===== config.mk =====
export PLATFORM = sky130hd
export DESIGN_NAME = api_frame_receiver
export DESIGN_NICKNAME = d
export VERILOG_FILES = /design/src/design/afr_pkg.sv /design/src/design/afr_in_stage.sv /design/src/design/afr_core.sv /design/src/design/api_frame_receiver.sv
export SDC_FILE = /design/constraint.sdc
export NUM_CORES = 1
export LEC_CHECK = 0
export BUFFER_PORTS_ARGS = -buffer_cell sky130_fd_sc_hd__clkbuf_2
export CORE_MARGIN = 5
export CORE_UTILIZATION = 45
export DETAILED_ROUTE_END_ITERATION = 16
export GPL_TIMING_DRIVEN = 1
export REMOVE_ABC_BUFFERS = 1
export SYNTH_ARGS = -nofsm -noshare
export SYNTH_HDL_FRONTEND = slang
export SYNTH_SLANG_ARGS = --single-unit

===== constraint.sdc =====
create_clock -name clk -period 11.9 [get_ports clk]
set_input_delay 0.595 -clock clk [delete_from_list [all_inputs] [get_ports clk]]
set_output_delay 0.595 -clock clk [all_outputs]
set_load 0.02 [all_outputs]

===== src/design/afr_pkg.sv =====
// ----------------------------------------------------------------------------
// afr_pkg
// Shared types and constants for the API frame receiver: status codes,
// framing constants and the item and result records between stages.
// ----------------------------------------------------------------------------
package afr_pkg;

  // Framing constants
  localparam logic [7:0]  START_DELIM     = 8'h7E;
  localparam logic [7:0]  GOOD_SUM        = 8'hFF;
  localparam logic [15:0] HDR_LAST_POS    = 16'd3;
  localparam logic [16:0] FRAME_OVERHEAD  = 17'd4;
  localparam logic [15:0] LIMIT_RESET     = 16'd128;

  // Per-byte verdict
  typedef enum logic [1:0] {
    ST_REJECT = 2'd0,
    ST_STORED = 2'd1,
    ST_GOOD   = 2'd2,
    ST_BAD    = 2'd3
  } status_t;

  // Item held in the input register
  typedef struct packed {
    logic       valid;
    logic [7:0] rx_byte;
  } afr_item_t;

  // Result held in the result register
  typedef struct packed {
    status_t     status;
    logic        overflow_drop;
    logic [7:0]  data_byte;
    logic [15:0] byte_position;
    logic [15:0] payload_length;
    logic [15:0] error_total;
  } afr_result_t;

endpackage


===== src/design/afr_in_stage.sv =====
// ----------------------------------------------------------------------------
// afr_in_stage
// Input register: captures one received byte per item and holds it until
// the deframer core takes it.
// ----------------------------------------------------------------------------
module afr_in_stage (
  input  logic              clk,
  input  logic              rst_n,
  input  logic              in_valid,
  output logic              in_stall,
  input  logic [7:0]        in_rx_byte,
  input  logic              take,
  output afr_pkg::afr_item_t item
);
  import afr_pkg::*;

  logic       valid_r;
  logic       valid_nxt;
  logic [7:0] byte_r;
  logic       load;

  // Stall only while a held item cannot move on
  assign in_stall = valid_r && !take;
  assign load     = in_valid && !in_stall;

  always_comb begin
    if (load) begin
      valid_nxt = 1'b1;
    end else if (take) begin
      valid_nxt = 1'b0;
    end else begin
      valid_nxt = valid_r;
    end
  end

  // Hold control state
  always_ff @(posedge clk) begin
    if (!rst_n) begin
      valid_r <= 1'b0;
    end else begin
      valid_r <= valid_nxt;
    end
  end

  // Capture the byte
  always_ff @(posedge clk) begin
    if (load) begin
      byte_r <= in_rx_byte;
    end
  end

  assign item.valid   = valid_r;
  assign item.rx_byte = byte_r;

endmodule


===== src/design/afr_core.sv =====
// ----------------------------------------------------------------------------
// afr_core
// Deframer state and result register: hunts for the start delimiter, reads
// the length, keeps the running sum, gives the verdict and counts errors.
// ----------------------------------------------------------------------------
module afr_core (
  input  logic                clk,
  input  logic                rst_n,
  input  logic                cfg_wr_en,
  input  logic [15:0]         cfg_wr_data,
  input  afr_pkg::afr_item_t  item,
  output logic                take,
  output logic                out_valid,
  input  logic                out_stall,
  output afr_pkg::afr_result_t res
);
  import afr_pkg::*;

  logic [15:0] frame_limit_r;
  logic [15:0] byte_count_r, byte_count_nxt;
  logic [15:0] length_field_r, length_field_nxt;
  logic [7:0]  length_high_r, length_high_nxt;
  logic [7:0]  running_sum_r, running_sum_nxt;
  logic [15:0] err_count_r, err_count_nxt;
  logic        out_valid_r;
  afr_result_t res_r, res_nxt;

  logic        acc;
  logic        ovf;
  logic        reject;
  logic        frame_end;
  logic [15:0] cnt0;
  logic [15:0] len0;
  logic [15:0] err1;
  logic [15:0] cnt_inc;
  logic [7:0]  c;

  // Result register frees up when empty or being taken
  assign take = !out_valid_r || !out_stall;
  assign acc  = item.valid && take;
  assign c    = item.rx_byte;

  // Per-byte frame logic
  always_comb begin
    ovf       = (byte_count_r >= frame_limit_r);
    cnt0      = ovf ? 16'd0 : byte_count_r;
    len0      = ovf ? 16'd0 : length_field_r;
    err1      = err_count_r + {15'd0, ovf};
    reject    = (cnt0 == 16'd0) && (c != START_DELIM);
    cnt_inc   = cnt0 + 16'd1;
    frame_end = 1'b0;

    byte_count_nxt   = cnt0;
    length_field_nxt = len0;
    length_high_nxt  = length_high_r;
    running_sum_nxt  = running_sum_r;
    err_count_nxt    = err1;

    res_nxt.status         = ST_STORED;
    res_nxt.overflow_drop  = ovf;
    res_nxt.data_byte      = c;
    res_nxt.byte_position  = cnt0;
    res_nxt.payload_length = 16'd0;

    if (reject) begin
      // Drop a stray byte while hunting
      err_count_nxt          = err1 + 16'd1;
      res_nxt.status         = ST_REJECT;
      res_nxt.byte_position  = 16'd0;
    end else begin
      byte_count_nxt = cnt_inc;
      if (cnt0 == 16'd0) begin
        running_sum_nxt  = 8'd0;
        length_field_nxt = 16'd0;
      end else if (cnt0 == 16'd1) begin
        length_high_nxt = c;
      end else if (cnt0 == 16'd2) begin
        length_field_nxt = {length_high_r, c};
      end else begin
        running_sum_nxt = running_sum_r + c;
      end
      res_nxt.payload_length = length_field_nxt;

      // Close the frame once length plus overhead bytes are in
      frame_end = (cnt0 >= HDR_LAST_POS) && (length_field_nxt != 16'd0) &&
                  ({1'b0, cnt_inc} == ({1'b0, length_field_nxt} + FRAME_OVERHEAD));
      if (frame_end) begin
        if (running_sum_nxt == GOOD_SUM) begin
          res_nxt.status = ST_GOOD;
        end else begin
          res_nxt.status = ST_BAD;
          err_count_nxt  = err1 + 16'd1;
        end
        byte_count_nxt   = 16'd0;
        length_field_nxt = 16'd0;
        running_sum_nxt  = 8'd0;
      end
    end
    res_nxt.error_total = err_count_nxt;
  end

  // Hold frame state, limit and result valid
  always_ff @(posedge clk) begin
    if (!rst_n) begin
      frame_limit_r  <= LIMIT_RESET;
      byte_count_r   <= 16'd0;
      length_field_r <= 16'd0;
      length_high_r  <= 8'd0;
      running_sum_r  <= 8'd0;
      err_count_r    <= 16'd0;
      out_valid_r    <= 1'b0;
    end else begin
      if (cfg_wr_en) begin
        frame_limit_r <= cfg_wr_data;
      end
      if (acc) begin
        byte_count_r   <= byte_count_nxt;
        length_field_r <= length_field_nxt;
        length_high_r  <= length_high_nxt;
        running_sum_r  <= running_sum_nxt;
        err_count_r    <= err_count_nxt;
        out_valid_r    <= 1'b1;
      end else if (!out_stall) begin
        out_valid_r <= 1'b0;
      end
    end
  end

  // Load the result payload
  always_ff @(posedge clk) begin
    if (acc) begin
      res_r <= res_nxt;
    end
  end

  assign out_valid = out_valid_r;
  assign res       = res_r;

  // An overflow drop always moves the error count
  a_ovf_counts: assert property (@(posedge clk) disable iff (!rst_n)
    acc && ovf |=> err_count_r != $past(err_count_r))
    else $error("overflow drop not counted");

  // A frame end clears the byte count
  a_end_clears: assert property (@(posedge clk) disable iff (!rst_n)
    acc && frame_end |=> byte_count_r == 16'd0)
    else $error("byte count not cleared at frame end");

  // An end verdict belongs to a frame past its header with a length
  a_end_shape: assert property (@(posedge clk) disable iff (!rst_n)
    out_valid_r && (res_r.status == ST_GOOD || res_r.status == ST_BAD) |->
      res_r.payload_length != 16'd0 && res_r.byte_position >= HDR_LAST_POS)
    else $error("frame end verdict on a malformed position");

  // A rejected byte carries no position or length
  a_reject_zero: assert property (@(posedge clk) disable iff (!rst_n)
    out_valid_r && res_r.status == ST_REJECT |->
      res_r.byte_position == 16'd0 && res_r.payload_length == 16'd0)
    else $error("rejected byte with frame position");

endmodule


===== src/design/api_frame_receiver.sv =====
// ----------------------------------------------------------------------------
// api_frame_receiver
// Byte-serial API frame deframer with 8-bit checksum check, overflow drop
// and a wrapping error counter.
//
//   port group   direction   handshake            payload
//   in_          input       in_valid / in_stall  in_rx_byte
//   out_         output      out_valid/out_stall  status, drop, byte, pos, len, errors
//   cfg_         input       cfg_wr_en            cfg_wr_data (frame_limit)
//
// One item per cycle sustained while out_stall is low; an accepted byte is
// loaded into the input register and then, through the frame logic, into
// the result register, which raises out_valid.
// The running sum and counters update in one pass, so each byte is final
// before the next arrives. Reset (rst_n low, synchronous) clears all frame
// state and the error count and sets frame_limit to 128. A stall on the
// result side holds the result register and backs up into in_stall only
// once the input register is also full.
// ----------------------------------------------------------------------------
module api_frame_receiver (
  input  logic        clk,
  input  logic        rst_n,
  input  logic        in_valid,
  output logic        in_stall,
  input  logic [7:0]  in_rx_byte,
  output logic        out_valid,
  input  logic        out_stall,
  output logic [1:0]  out_status,
  output logic        out_overflow_drop,
  output logic [7:0]  out_data_byte,
  output logic [15:0] out_byte_position,
  output logic [15:0] out_payload_length,
  output logic [15:0] out_error_total,
  input  logic        cfg_wr_en,
  input  logic [15:0] cfg_wr_data
);
  import afr_pkg::*;

  afr_item_t   item;
  afr_result_t res;
  logic        take;

  // Input register
  afr_in_stage u_in (
    .clk        (clk),
    .rst_n      (rst_n),
    .in_valid   (in_valid),
    .in_stall   (in_stall),
    .in_rx_byte (in_rx_byte),
    .take       (take),
    .item       (item)
  );

  // Frame logic and result register
  afr_core u_core (
    .clk         (clk),
    .rst_n       (rst_n),
    .cfg_wr_en   (cfg_wr_en),
    .cfg_wr_data (cfg_wr_data),
    .item        (item),
    .take        (take),
    .out_valid   (out_valid),
    .out_stall   (out_stall),
    .res         (res)
  );

  // Break out the result fields
  assign out_status         = res.status;
  assign out_overflow_drop  = res.overflow_drop;
  assign out_data_byte      = res.data_byte;
  assign out_byte_position  = res.byte_position;
  assign out_payload_length = res.payload_length;
  assign out_error_total    = res.error_total;

endmodule

==> impl_results.md <==
- Clk Latency, worst-skew pair: approximately 0.43 ns
- Gpl congestion: around 0.89
- Worst r2r dst: u_core.err_count_r[4]
- Initial antenna violation count: 0
- Max incr delay on CP: approximately 0.55 ns
- CTS tree: done
- Leak pwr: between 0.003 and 0.004 uW
- Fillers: 1,693
- FF-to-FF Start: u_core.byte_count_r[15]
- Cell area after layout: roughly 9500 um2
- Clock sinks: between 100 and 150
- Post-detailed-route via-to-cell ratio: 5.74
- Hold depth: 1
- TritonCTS Buffers: 17
- Site Rows: 49
- First-pass GRT wire length: between 30,000 and 40,000 um
- Nets: between 900 and 1,000
- CTS clk-pin slew, worst paths: 0.06 ns
- Crit path arrival time: roughly 6.8 ns
- Number of global-route vias before repair: 6,565
- Yosys Warn Count: 0
- Global-route met3 utilization: under 10%
- Slew @ Worst Pin: around 0.77 ns
- CP Launch Type: flop
- Initial Util: 45.8%
- Largest net degree at the start of global routing: between 40 and 50
- Die width: between 100 and 150 um
- Met2 Usage GRT: about a third
- Syn avg cell area: around 9.6 um2
- Worst Hold End: u_in.byte_r[3]
- Status: finished, final reports clean
- Max_slew headroom: approximately 49%
- Setup-failing EPs final: 0
- Post-synth EDFFs: 67
- Worst Hold Class: input port to flop
- Crit-path leading delay family: simple AND/OR/NAND/NOR gates
- CP max FO: 19
- Area post-placement: 8890 um2
- Layout cell share with drive strength beyond 1: between 10% and 20%
- Endpoint class of the critical path: flop
- R2R depth: 24
- Hold Buf Count CTS: 0
- Commonest non-fill, non-tap cell in the layout: nor2_1
- Pre-CTS setup slack: 5.62 ns
- Initial DRC Count: 528
- Met1 Track Usage GR: between 20% and 30%
- Slowest cell on crit path: or4_1
- I/O Pins: 90
- Synth area leaders: edfxtp_1 (24%), dfxtp_1 (20%), xnor2_1 (5.9%), nor2_1 (5.0%), ha_1 (4.9%)
- Commonest non-fill, non-tap cells in the layout: nor2_1 (110), clkbuf_2 (89), dfxtp_1 (82)
- VDD IR max: between 0.09 and 0.1 mV
- Min-delay src: in_rx_byte[3]
- Max Transition Viols Final: 0
- FF-to-FF setup slack: ~5.5 ns
- Min Tclk post-route: between 6 and 7 ns
- Bufs and invs on worst path: 3
- DRC viols: 0
- Ys flop type: dfxtp_1
- Max cap viols: 0
- Final HPWL DP: approximately 15,000 um
- Required time of the critical path: ~12 ns
- Max Fclk: 156 MHz
- Power per cell area: ~120 nW/um2
- Area of the core: between 15,000 and 20,000 um2
- Antenna cells: 0
- Setup bufs post-CTS: 0
- Die area: between 20,000 and 25,000 um2
- RSZ-0062 raised after global routing: false
- CTS H-tree lvls: 4
- Post-synth top area share: between 20 and 25%
- Gr busiest metal: met2
- Netlist cell types: between 70 and 80
- Die height: approximately 150 um
- Clock skew: around 0.0085 ns
- GR Overflow Total: 0
- Setup_tns: 0 ns
- Async set-or-reset flop fraction in the synthesized netlist: 0%
- Port buffer count: between 80 and 90
- Gr usage total: about a fifth
- Layout area overhead: 14.6%
- Sequential area share after synthesis: 44.3%
- Pre-antenna DRT Iters: 5
- Critical path cell sequence: ha_1, nand4_1, or3_1, a311oi_4, nor3_2, nand2_1, inv_1, ha_1, nor2b_1, nor2_1, nor2_1, nor4_2, buf_4, a22oi_1, inv_1, ha_1, xnor2_1, xnor2_1, nor4_1, and4_1, and4_4, a21oi_4, or4_1, o211ai_1
- Post-DRT Antenna Nets: 0
- # resized after CTS: 0
- Final Worst Setup Slack: between 5 and 6 ns
- Final hold vios: 0
- DR vias: 6,761
- Area leader, netlist: edfxtp_1
- Gate Count Post-Synth: about 860
- Root Driver: clkbuf_16
- Cell Area, Synth: between 8000 and 9000 um2
- Final WL: 21,400 um
- Longest Clk Path Bufs: 2
- Most frequent CP cell: ha_1
- WS Path Type: flop to flop
- FF+latch count, synth: approximately 150
- Drt wl/cell: about 18 um
- Fraction of the cycle the final worst path needs: between 50% and 60%
metal layers:
layer,part of all wire [%],vias up
li1,-,3268
met1,46,3232
met2,46,231
met3,5.7,30
met4,1.8,0
met5,0,-
area by class of cell:
| class | instances | area, um2 | share of cell area (%) |
|---|---|---|---|
| clock buffers | 17 | 425 | 4.50 |
| clock inverters | 15 | 144 | 1.52 |
| inverters | 39 | 148 | 1.56 |
| multi-input cells | 631 | 4290 | 45.4 |
| flip-flops and latches | 149 | 3650 | 38.6 |
| well taps | 229 | 287 | 3.03 |
| repair buffers | 97 | 505 | 5.35 |
flip-flops by register name, summed over array words and instances, names as in the netlist:
signal                 flops
u_core.res                59
u_core.byte_count_r       16
u_core.err_count_r        16
u_core.frame_limit_r      16
u_core.length_field_r     16
u_core.length_high_r       8
u_core.running_sum_r       8
u_in.byte_r                8
u_core.out_valid           1
u_in.valid_r               1
worst max path at each step:
stage,depth (start not counted),end,from
after floorplan,22,u_core.res[15],u_core.byte_count_r[13]
after global placement,24,u_core.res[15],u_core.byte_count_r[12]
after detailed placement,24,u_core.err_count_r[4],u_core.byte_count_r[15]
after CTS,24,u_core.err_count_r[4],u_core.byte_count_r[15]
after global routing,24,u_core.err_count_r[4],u_core.byte_count_r[15]
final,24,u_core.err_count_r[4],u_core.byte_count_r[15]
worst reg2reg max path: cells and delay by family (launching register included):
family / cells / cell delay [ns]
AO/OA/AOI/OAI: 4 / 1.06
buffers and inverters: 3 / 0.53
flip-flops: 1 / 0.37
adder cells (fa/ha/maj): 3 / 0.96
XOR/XNOR: 2 / 0.31
AND/OR/NAND/NOR: 12 / 3.08
power by group:
| group | internal, uW | switching [uW] | leakage [uW] | total (uW) |
|---|---|---|---|---|
| registers | 550 | 8.55 | 0.00129 | 558 |
| clock network | 322 | 205 | 0.000280 | 527 |
| logic | 22.2 | 48.8 | 0.00215 | 71.0 |
| total | 894 | 262 | 0.00372 | 1160 |
kinds of logic (layout without fill, tap and decap cells):
logic type	after synthesis	count (layout)	synth area share (%)
and+or+nand+nor	332	332	20.5
AOI/OAI and AO/OA	161	161	14.8
DFF	149	149	44.3
buffers and inverters	78	168	3.76
xor gates and xnor gates	76	76	8.07
adders and majority gates	33	33	5.09
muxes	29	29	3.53
cell usage after synthesis (4+ instances only):
cell type  instances
nand2b_1           6
nand3b_1           5
dfxtp_1           82
clkbuf_1          29
o211ai_1           5
and2_1            24
inv_1             38
or2_2              4
o21bai_1           4
o311ai_1           5
nor2_1           110
nand2_1           55
o21ai_0           17
and3_1            23
o2111ai_1          4
buf_2              5
ha_1              32
a22o_1            11
a21oi_1           26
a31oi_1            5
nand3_1           25
nand4_1           11
xnor2_1           56
nor4_1            11
a21o_1             8
a22oi_1           29
edfxtp_1          67
mux2i_1           28
xor2_1            20
nor3_1            27
or3_1              6
a32oi_1            9
nor2b_1            4
through the flow:
step | hold WS, ns | utilization [%] | power, uW | cells
after floorplan | 0.444 | - | 610 | 819
after global placement | 0.456 | 49.3 | 640 | 1145
after detailed placement | 0.465 | 49.3 | 641 | 1145
after CTS | 0.329 | 52.5 | 1170 | 1177
after global routing | 0.325 | 52.5 | 1200 | 1177
final | 0.340 | 52.5 | 1160 | 1177
Power figures use the tool's default switching activity.
